**src/design/sqb_pkg.sv**
```systemverilog
// sqb_pkg: shared types and codes for the stack / queue buffer
// no dependencies; imported by sqb_front, sqb_back and stack_queue_buffer
`default_nettype none

package sqb_pkg;

    localparam int unsigned VALUE_W = 32;

    typedef enum logic [1:0] {
        ACT_PUSH = 2'd0,
        ACT_POP  = 2'd1,
        ACT_PEEK = 2'd2,
        ACT_DUMP = 2'd3
    } t_action;

    typedef enum logic [1:0] {
        ST_OK    = 2'd0,
        ST_EMPTY = 2'd1,
        ST_FULL  = 2'd2
    } t_status;

    typedef enum logic {
        S_IDLE = 1'b0,
        S_READ = 1'b1
    } t_state;

    typedef struct packed {
        t_action                    action;
        logic signed [VALUE_W-1:0]  value;
    } t_cmd;

    typedef struct packed {
        logic valid;
        t_cmd cmd;
    } t_cmd_q;

endpackage

`default_nettype wire

```
**src/design/sqb_front.sv**
```systemverilog
// sqb_front: input side of the buffer, takes beats and decodes them into commands
// holds a two-entry command queue toward sqb_back; uses sqb_pkg
`default_nettype none

module sqb_front (
    input  wire logic                       i_clk,
    input  wire logic                       i_rst_n,
    input  wire logic                       i_valid,
    output logic                            o_ready,
    input  wire logic [1:0]                 i_action,
    input  wire logic [sqb_pkg::VALUE_W-1:0] i_value,
    input  wire logic                       i_pop,
    output sqb_pkg::t_cmd_q                 o_q
);
    import sqb_pkg::*;

    t_cmd       r_ent [0:1];
    logic       r_wr, n_wr;
    logic       r_rd, n_rd;
    logic [1:0] r_cnt, n_cnt;
    logic       push;
    logic       pop;
    t_cmd       in_cmd;

    assign o_ready       = (r_cnt != 2'd2);
    assign o_q.valid     = (r_cnt != 2'd0);
    assign o_q.cmd       = r_ent[r_rd];
    assign push          = i_valid && o_ready;
    assign pop           = i_pop && o_q.valid;
    assign in_cmd.action = t_action'(i_action);
    assign in_cmd.value  = i_value;

    always_comb begin
        n_wr  = push ? ~r_wr : r_wr;
        n_rd  = pop ? ~r_rd : r_rd;
        n_cnt = r_cnt;
        if (push && !pop) begin
            n_cnt = r_cnt + 2'd1;
        end else if (pop && !push) begin
            n_cnt = r_cnt - 2'd1;
        end
    end

    always_ff @(posedge i_clk) begin
        if (!i_rst_n) begin
            r_wr  <= 1'b0;
            r_rd  <= 1'b0;
            r_cnt <= 2'd0;
        end else begin
            r_wr  <= n_wr;
            r_rd  <= n_rd;
            r_cnt <= n_cnt;
        end
    end

    always_ff @(posedge i_clk) begin
        if (push) begin
            r_ent[r_wr] <= in_cmd;
        end
    end

endmodule

`default_nettype wire

```
**src/design/sqb_back.sv**
```systemverilog
// sqb_back: executes commands against the circular element store
// owns the element memory, front index, count, mode and result register; uses sqb_pkg
`default_nettype none

module sqb_back #(
    parameter int unsigned DEPTH = 64
) (
    input  wire logic                        i_clk,
    input  wire logic                        i_rst_n,
    input  wire logic                        i_cfg_valid,
    input  wire logic                        i_cfg_data,
    input  wire sqb_pkg::t_cmd_q             i_q,
    output logic                             o_pop,
    output logic                             o_valid,
    input  wire logic                        i_ready,
    output logic [sqb_pkg::VALUE_W-1:0]      o_data,
    output logic                             o_has_data,
    output sqb_pkg::t_status                 o_status,
    output logic                             o_last
);
    import sqb_pkg::*;

    localparam int unsigned IW = (DEPTH > 1) ? $clog2(DEPTH) : 1;
    localparam int unsigned CW = $clog2(DEPTH + 1);
    localparam int unsigned SW = CW + 1;

    logic signed [VALUE_W-1:0] r_mem [0:DEPTH-1];
    logic signed [VALUE_W-1:0] r_rd_data;

    t_state           r_state, n_state;
    logic [IW-1:0]    r_front, n_front;
    logic [CW-1:0]    r_count, n_count;
    logic [CW-1:0]    r_left, n_left;
    logic [CW-1:0]    r_off, n_off;
    logic             r_queue_mode;
    logic             r_out_valid, n_out_valid;
    logic [VALUE_W-1:0] r_out_data, n_out_data;
    logic             r_out_has, n_out_has;
    t_status          r_out_status, n_out_status;
    logic             r_out_last, n_out_last;

    logic             out_free;
    logic             we;
    logic [IW-1:0]    waddr;
    logic             re;
    logic [IW-1:0]    raddr;

    function automatic logic [IW-1:0] slot(input logic [IW-1:0] base,
                                           input logic [CW-1:0] off);
        logic [SW-1:0] sum;
        sum = SW'(base) + SW'(off);
        if (sum >= SW'(DEPTH)) begin
            sum = sum - SW'(DEPTH);
        end
        return sum[IW-1:0];
    endfunction

    assign out_free = !r_out_valid || i_ready;

    always_comb begin
        n_state      = r_state;
        n_front      = r_front;
        n_count      = r_count;
        n_left       = r_left;
        n_off        = r_off;
        n_out_valid  = r_out_valid && !i_ready;
        n_out_data   = r_out_data;
        n_out_has    = r_out_has;
        n_out_status = r_out_status;
        n_out_last   = r_out_last;
        we           = 1'b0;
        waddr        = r_front;
        re           = 1'b0;
        raddr        = r_front;
        o_pop        = 1'b0;
        unique case (r_state)
            S_IDLE: begin
                if (i_q.valid && out_free) begin
                    o_pop        = 1'b1;
                    n_out_data   = '0;
                    n_out_has    = 1'b0;
                    n_out_status = ST_OK;
                    n_out_last   = 1'b1;
                    unique case (i_q.cmd.action)
                        ACT_PUSH: begin
                            n_out_valid = 1'b1;
                            if (r_count >= CW'(DEPTH)) begin
                                n_out_status = ST_FULL;
                            end else begin
                                we      = 1'b1;
                                n_count = r_count + CW'(1);
                                if (r_queue_mode) begin
                                    waddr = slot(r_front, r_count);
                                end else begin
                                    n_front = (r_front == '0) ? IW'(DEPTH - 1)
                                                              : r_front - IW'(1);
                                    waddr   = n_front;
                                end
                            end
                        end
                        ACT_POP: begin
                            n_out_valid = 1'b1;
                            if (r_count == '0) begin
                                n_out_status = ST_EMPTY;
                            end else begin
                                n_front = slot(r_front, CW'(1));
                                n_count = r_count - CW'(1);
                            end
                        end
                        ACT_PEEK: begin
                            if (r_count == '0) begin
                                n_out_valid  = 1'b1;
                                n_out_status = ST_EMPTY;
                            end else begin
                                re      = 1'b1;
                                n_left  = '0;
                                n_off   = CW'(1);
                                n_state = S_READ;
                            end
                        end
                        ACT_DUMP: begin
                            if (r_count == '0) begin
                                n_out_valid = 1'b1;
                            end else begin
                                re      = 1'b1;
                                n_left  = r_count - CW'(1);
                                n_off   = CW'(1);
                                n_state = S_READ;
                            end
                        end
                    endcase
                end
            end
            S_READ: begin
                if (out_free) begin
                    n_out_valid  = 1'b1;
                    n_out_data   = r_rd_data;
                    n_out_has    = 1'b1;
                    n_out_status = ST_OK;
                    n_out_last   = (r_left == '0);
                    if (r_left != '0) begin
                        re     = 1'b1;
                        raddr  = slot(r_front, r_off);
                        n_off  = r_off + CW'(1);
                        n_left = r_left - CW'(1);
                    end else begin
                        n_state = S_IDLE;
                    end
                end
            end
        endcase
    end

    always_ff @(posedge i_clk) begin
        if (!i_rst_n) begin
            r_state      <= S_IDLE;
            r_front      <= '0;
            r_count      <= '0;
            r_left       <= '0;
            r_off        <= '0;
            r_queue_mode <= 1'b0;
            r_out_valid  <= 1'b0;
        end else begin
            r_state     <= n_state;
            r_front     <= n_front;
            r_count     <= n_count;
            r_left      <= n_left;
            r_off       <= n_off;
            r_out_valid <= n_out_valid;
            if (i_cfg_valid) begin
                r_queue_mode <= i_cfg_data;
            end
        end
    end

    always_ff @(posedge i_clk) begin
        r_out_data   <= n_out_data;
        r_out_has    <= n_out_has;
        r_out_status <= n_out_status;
        r_out_last   <= n_out_last;
    end

    // element store, one write and one registered read port
    always_ff @(posedge i_clk) begin
        if (we) begin
            r_mem[waddr] <= i_q.cmd.value;
        end
        if (re) begin
            r_rd_data <= r_mem[raddr];
        end
    end

    assign o_valid    = r_out_valid;
    assign o_data     = r_out_data;
    assign o_has_data = r_out_has;
    assign o_status   = r_out_status;
    assign o_last     = r_out_last;

endmodule

`default_nettype wire

```
**src/design/stack_queue_buffer.sv**
```systemverilog
// stack_queue_buffer: top level of the stack / queue buffer
// instantiates sqb_front and sqb_back; uses sqb_pkg
`default_nettype none

// Bounded store of up to DEPTH signed 32-bit values that works as a stack
// (cfg bit 0) or a queue (cfg bit 1). Input beats carry the action in tuser
// and the value in tdata; each beat gives one result beat, except a dump of
// a non-empty store, which gives one beat per element from front to back
// with tlast on the back element. Input beats land in a two-entry command
// queue, so input keeps flowing while the result register waits. The
// executor takes one command per cycle for push, pop and empty-store
// actions while the result register is free; peek and dump pass through a
// read state, as the element memory has a registered read port. The mode
// register must be written only while no command is pending or in progress.
module stack_queue_buffer #(
    parameter int unsigned DEPTH = 64
) (
    input  wire logic        i_clk,
    input  wire logic        i_rst_n,
    input  wire logic        i_cfg_valid,
    output logic             o_cfg_ready,
    input  wire logic        i_cfg_data,     // queue_mode
    input  wire logic        s_axis_tvalid,
    output logic             s_axis_tready,
    input  wire logic [31:0] s_axis_tdata,   // value[31:0]
    input  wire logic [1:0]  s_axis_tuser,   // action[1:0]
    output logic             m_axis_tvalid,
    input  wire logic        m_axis_tready,
    output logic [31:0]      m_axis_tdata,   // data[31:0]
    output logic [2:0]       m_axis_tuser,   // has_data[0], status[2:1]
    output logic             m_axis_tlast    // last
);
    import sqb_pkg::*;

    t_cmd_q  q;
    logic    pop;
    logic    has_data;
    t_status status;

    assign o_cfg_ready = 1'b1;

    sqb_front u_front (
        .i_clk    (i_clk),
        .i_rst_n  (i_rst_n),
        .i_valid  (s_axis_tvalid),
        .o_ready  (s_axis_tready),
        .i_action (s_axis_tuser),
        .i_value  (s_axis_tdata),
        .i_pop    (pop),
        .o_q      (q)
    );

    sqb_back #(
        .DEPTH (DEPTH)
    ) u_back (
        .i_clk       (i_clk),
        .i_rst_n     (i_rst_n),
        .i_cfg_valid (i_cfg_valid),
        .i_cfg_data  (i_cfg_data),
        .i_q         (q),
        .o_pop       (pop),
        .o_valid     (m_axis_tvalid),
        .i_ready     (m_axis_tready),
        .o_data      (m_axis_tdata),
        .o_has_data  (has_data),
        .o_status    (status),
        .o_last      (m_axis_tlast)
    );

    assign m_axis_tuser = {status, has_data};

endmodule

`default_nettype wire

```
**config.mk**
```make
export PLATFORM = sky130hd
export DESIGN_NAME = stack_queue_buffer
export DESIGN_NICKNAME = d
export VERILOG_FILES = /design/src/design/sqb_pkg.sv /design/src/design/sqb_front.sv /design/src/design/sqb_back.sv /design/src/design/stack_queue_buffer.sv
export SDC_FILE = /design/constraint.sdc
export NUM_CORES = 2
export LEC_CHECK = 0
export CAP_MARGIN = 25
export CORE_MARGIN = 2
export CORE_UTILIZATION = 37
export CTS_CLUSTER_SIZE = 25
export DETAILED_ROUTE_END_ITERATION = 12
export DONT_BUFFER_PORTS = 1
export GPL_ROUTABILITY_DRIVEN = 0
export PLACE_DENSITY = 0.59
export REMOVE_ABC_BUFFERS = 1
export SYNTH_ARGS = -nofsm -noshare
export SYNTH_HDL_FRONTEND = slang
export SYNTH_SLANG_ARGS = --single-unit
```
**constraint.sdc**
```tcl
create_clock -name i_clk -period 6.1 [get_ports i_clk]
set_input_delay 0.61 -clock i_clk [delete_from_list [all_inputs] [get_ports i_clk]]
set_output_delay 0.61 -clock i_clk [all_outputs]
set_load 0.005 [all_outputs]
```
=== Word level (Yosys, flattened, before mapping) ===
Memories as Yosys holds them, arrays and structs flattened. A register that Yosys moved wholly into a read port is not among the register bits.
Index checks and enable logic that the tools add are counted.

* Register bits after elaboration: 70
* RAM bits: 2,116
* Input bits: 40
* Output and inout bits: 39
* Logic and storage cells: 151
* Memories: 2

* Add/sub/neg operators: 13
* $lt $le $gt $ge: 4
* Eq/ne operators: 15
* Muxes and demuxes: 73
* Bitwise operators: 3
* Reduce and logical (&&, ||, !) cells: 27

{| class="wikitable"
|+ Memories
! name !! depth !! bits a word !! read ports !! clocked after Yosys merged registers in !! wr ports !! line !! text
|-
| u_back.r_mem || 64 || 32 || 1 || 1 || 1 || sqb_back.sv:27 || <nowiki>logic signed [VALUE_W-1:0] r_mem [0:DEPTH-1];</nowiki>
|-
| u_front.r_ent || 2 || 34 || 1 || 1 || 1 || sqb_front.sv:17 || <nowiki>t_cmd r_ent [0:1];</nowiki>
|}

{| class="wikitable"
|+ Operators with widths
! cell !! count
|-
| 6-bit 2-to-1 mux || 15
|-
| 7-bit 2-to-1 mux || 11
|-
| 32-bit 2-to-1 mux || 2
|-
| 32-bit one-hot mux with 2 select lines || 1
|-
| 7-bit one-hot mux with 2 select lines || 4
|-
| 1-bit 2-to-1 mux || 26
|-
| 6-bit by 1-bit subtractor with 6-bit output, second input constant || 4
|-
| 6-bit by 7-bit adder with 8-bit output || 2
|-
| 8-bit by 7-bit greater-or-equal comparator with 1-bit output, second input constant || 2
|-
| 2-bit inequality test, second input constant || 8
|-
| 7-bit by 1-bit adder with 7-bit output, second input constant || 2
|-
| 7-bit greater-or-equal comparator, second input constant || 2
|-
| 7-bit zero test || 2
|-
| 7-bit by 1-bit subtractor with 7-bit output, second input constant || 2
|-
| 1-bit one-hot mux with 2 select lines || 6
|-
| 6-bit one-hot mux with 2 select lines || 1
|-
| 6-bit AND reduction || 2
|-
| 2-bit 2-to-1 mux || 5
|-
| 5-bit AND reduction || 2
|-
| 3-bit inequality test, second input constant || 3
|-
| 2-bit one-hot mux with 2 select lines || 2
|-
| 6-bit by 1-bit adder with 7-bit output, second input constant || 1
|-
| 7-bit nonzero test || 1
|-
| 1-bit logical AND || 6
|-
| other kinds (13) || 23
|}

=== Longest topological paths before layout ===
* Word-level depth: 9
* Depth in mapped cells: 14

=== By module ===
A second synthesis with hierarchy kept.

* Cells, all modules: 6,577
* Area total of the unflattened synthesis: 86,551.8 um^2

{| class="wikitable"
|+ Modules (own cells, without submodules)
! module !! times used !! cells each !! area an instance (um^2)
|-
| sqb_back || 1 || 6,444 || 83,837.9
|-
| sqb_front || 1 || 130 || 2,695.1
|-
| stack_queue_buffer || 1 || 3 || 18.8
|}

=== Worst setup path before layout ===
Ideal clock, no wire load.

* Kind: register to register
* From: register (tool-made name)
* To: memory u_back.r_mem[11][0] (enable)
* Library setup time: 0.421 ns
* Data arrival time: 4.169 ns
* Required time: 5.679 ns
* Path slack: 1.510 ns
* Stages on the path, launching flop included: 12
* Path buffers: 2
* Period minus slack after synthesis: 4.590 ns
* Cells stage by stage: dfxtp_1 > clkbuf_1 > buf_1 > mux2i_1 > ha_1 > nand2b_1 > nor2_1 > mux2_2 > or2_2 > nor2_1 > nand3_1 > nor2_1

{| class="wikitable"
|+ RTL lines
! item !! line
|-
| to (decl) || sqb_back.sv:27
|}

=== Final worst setup path ===
* From: register u_back.r_front[2]
* To: memory u_back.r_mem[40][26] (enable)

* Cells in the longest elaborated chain, start to end: 8
* Elaborated cells on any way between the ends: 12
* Classes of those cells: 3 x add/sub; 1 x order compare; 7 x mux; 1 x reduce/logical

{| class="wikitable"
|+ RTL lines
! item !! line !! text
|-
| from (decl) || sqb_back.sv:31 || <nowiki>logic [IW-1:0] r_front, n_front;</nowiki>
|-
| from (signal assigned) || sqb_back.sv:165 || <nowiki>r_front <= n_front;</nowiki>
|-
| 6-bit by 7-bit adder with 8-bit output || sqb_back.sv:51 || <nowiki>sum = SW'(base) + SW'(off);</nowiki>
|-
| 8-bit by 7-bit greater-or-equal comparator with 1-bit output / 6-bit by 1-bit subtractor with 6-bit output (equally long branches) || sqb_back.sv:52, sqb_back.sv:53 ||
|-
| 6-bit 2-to-1 mux || sqb_back.sv:52 || <nowiki>if (sum >= SW'(DEPTH)) begin</nowiki>
|-
| 6-bit 2-to-1 mux || sqb_back.sv:92 || <nowiki>if (r_queue_mode) begin</nowiki>
|-
| 6-bit 2-to-1 mux || sqb_back.sv:87 || <nowiki>if (r_count >= CW'(DEPTH)) begin</nowiki>
|-
| 6-bit 2-to-1 mux || sqb_back.sv:84 || <nowiki>unique case (i_q.cmd.action)</nowiki>
|-
| 6-bit 2-to-1 mux || sqb_back.sv:78 || <nowiki>if (i_q.valid && out_free) begin</nowiki>
|-
| 6-bit 2-to-1 mux * || sqb_back.sv:76 || <nowiki>unique case (r_state)</nowiki>
|}

Every way passes the cells marked *; elsewhere a longest branch is shown, timed or not.

==> results.toml <==
[placed_design]
dp.cells = 9489
dpl_cell_area_um2 = 91560
port-buffer-count = 0
dpl.hpwl_mm = 152.8

[flow_run]
max_cap_viol_count = 0

[sta]
slew_viol_final = 0
fin_crit_ns = 4.752
timing.slew.headroom_pct = 24.22
holdWs_ns = 0.1133
max_freq_mhz = 210.5
tightest_slew_ns = 1.105
rsz0062_at_grt = "false"
fin_tns_setup_ns = 0
timing.final.hold_violations = 0
fin_crit_sh_pct = 77.90
skew_ns = 0.05010
setup_viol = 0

[floorplanning]
start_util_pct = 37.23
die_h_um = 487.9
ios = 79
coreArea_um2 = 232800
rows = 177
die_w_um = 487.9
design.die.area_um2 = 238100

[layout]
final_common_cell = "edfxtp_1"
nets = 6691
final_cell_mix = "edfxtp_1 (2184), nand2_1 (2110), nand3_1 (1054)"
layout-drive-gt1-share_pct = 8.469
design_area_um2 = 99180
area_growth_pct = 14.46
final_cells = 9946

[logic_synthesis]
synth_edf_count = 2184
syn_area_um2 = 86650
synth_area_leaders = "edfxtp_1 (76%), nand2_1 (9.2%), nand3_1 (6.1%)"
syn_area_per_cell_um2 = 13.11
ys.flop_type = "edfxtp_1"
ys_ff_latch = 2218
ys_seq_area_share_pct = 76.47
ys_warn_count = 0
synth.largest_area_cell = "edfxtp_1"
ys_types = 64
synthArstFlopShare_pct = 0
synthDominantCellAreaShare_pct = 75.69
postSynthCellCount = 6610

[clock_network]
post_cts_resized = 0
clk_latency_ns = 0.89
clkTransAtPathRegs_ns = 0.06
clk_root_buffer_cell = "clkbuf_16"
clockBufferDepth = 3
cts_setup_buffers = 0
cts_sinks = 2218
h-tree-depth = 4
numCtsBuffers = 221
cts_tree = "done"

[power_and_ir_drop]
peakVddDrop_mv = 0.5948
powerDensity_nw_per_um2 = 503.8
power.total_mw = 49.97
power.leakage_nw = 32.76

[drt]
routed_wl_mm = 255.1
post_drt_wl_per_cell_um = 25.64
postRouteAntennaNets = 0
route.detailed.drc = 0
num_vias = 54480
via_per_inst = 5.477
drtIter0Drc = 7923
drt_pass1_iterations = 8

[worst_setup_path]
cp_max_fo = 17
cp-end-kind = "flop"
crit_path_frequent_cell = "a21oi_1"
critPathSlowestCell = "mux2i_1"
required_ns = 6.63
critPathKind = "reg -> reg"
cp_cell_sequence = "ha_1, a21o_1, a21oi_1, xor2_1, a21oi_1, mux2i_1, nand3_1, nor2_4, buf_4"
crit_arrival_ns = 5.28
critPathLaunchType = "flop"
slowest_delay_ns = 0.91

[global_route]
first_global_vias = 50860
grt_max_degree = 131
antenna_found_initial = 22
grt_pass1_wl_mm = 365.1
grt_usage_pct = 21.02
grt_overflow = 0

[status]
status = "finished clean"

[min_path]
hp-class = "in -> reg"
sequential cells by signal, summed over array words and instances, names as in the netlist, named ones only:
signal	flops
u_front.r_rd	1
u_back.o_valid	1
u_front.r_wr	1
u_front.r_cnt	2
u_back.o_has_data	1
u_back.o_last	1
u_back.r_rd_data	32
u_back.r_queue_mode	1
u_back.r_count	7
u_back.r_state	1
u_back.o_status	2
u_front.r_ent	68
u_back.r_off	6
u_back.r_mem	2048
u_back.r_left	7
u_back.o_data	32
u_back.r_front	6
routing by layer:
metal  global-route usage (%)  wire [um]
met5                        0         82
met1                    30.37     108000
met2                    30.62     110400
met4                    8.439      10650
met3                    4.699      25830
where the power goes:
part	internal, mW	switching, mW	total, mW
Clock	7.44	5.80	13.2
Combinational	4.21	13.6	17.8
Sequential	18.6	0.340	18.9
Total	30.2	19.8	50.0
layout make-up:
cell class              count  area, um^2
fillers                 20880      133600
flip-flops and latches   2218       66270
multi-input cells        3972       19260
clock buffers             274        5729
well taps                3132        3919
repair buffers            195        2620
clock inverters           124        1294
inverters                  18       67.56
diodes                     13       32.53
cell families after synthesis:
kind of cell	synth area share, %
mux	0.5617
xor+xnor	0.2527
other cells	0.004328
simple gates	18.49
flops	76.47
buf+inv	2.071
fa+ha+maj	0.3783
compound gates	1.769
worst max-delay path, delay by kind of cell, from the launching register on:
kind	cells	cell delay (ns)
adder cells (fa/ha/maj)	1	0.39
multiplexers	1	0.91
flip-flops	1	0.75
AND/OR/NAND/NOR	2	1.22
XOR/XNOR	1	0.18
AO/OA/AOI/OAI	3	0.53
buffers and inverters	1	0.40
synth_stat cells (9+ instances only):
master and count:
nand4_1 258, nand2_1 2113, buf_2 123, a21oi_1 20, ha_1 23, o22ai_1 132, nor2_1 100, o21ai_0 20
xor2_1 14, nor2b_1 9, edfxtp_1 2184, dfxtp_1 34, buf_4 13, mux2_2 35, buf_1 13, nand3_1 1054
inv_1 16, xnor2_1 11, clkbuf_1 251, and2_1 40, or4_1 34
final timing paths:
path / slack, ns / cells after the start / endpoint / start
max: 1.35 / 9 / u_back.r_mem[40][26] / u_back.r_front[2]
min: 0.11 / 3 / u_front.r_wr / s_axis_tvalid
max reg2reg: 1.35 / 9 / u_back.r_mem[40][26] / u_back.r_front[2]
min reg2reg: 0.53 / 2 / u_back.r_left[4] / u_back.r_left[4]
per-stage QoR:
step | worst slack [ns] | utilization [%]
6_report | 1.348 | 42.61
5_1_grt | 1.248 | 42.60
4_1_cts | 1.463 | 42.52
3_5_place_dp | 1.454 | 39.34
3_3_place_gp | 1.387 | 38.97
2_1_floorplan | -12.77 | -
repair_timing:
action,4_1_cts,5_1_grt
endpoints found under the hold margin,102,0
setup endpoints to repair,0,0
hold buffers,38,0
No activity file was read; power rests on OpenSTA's default activity.
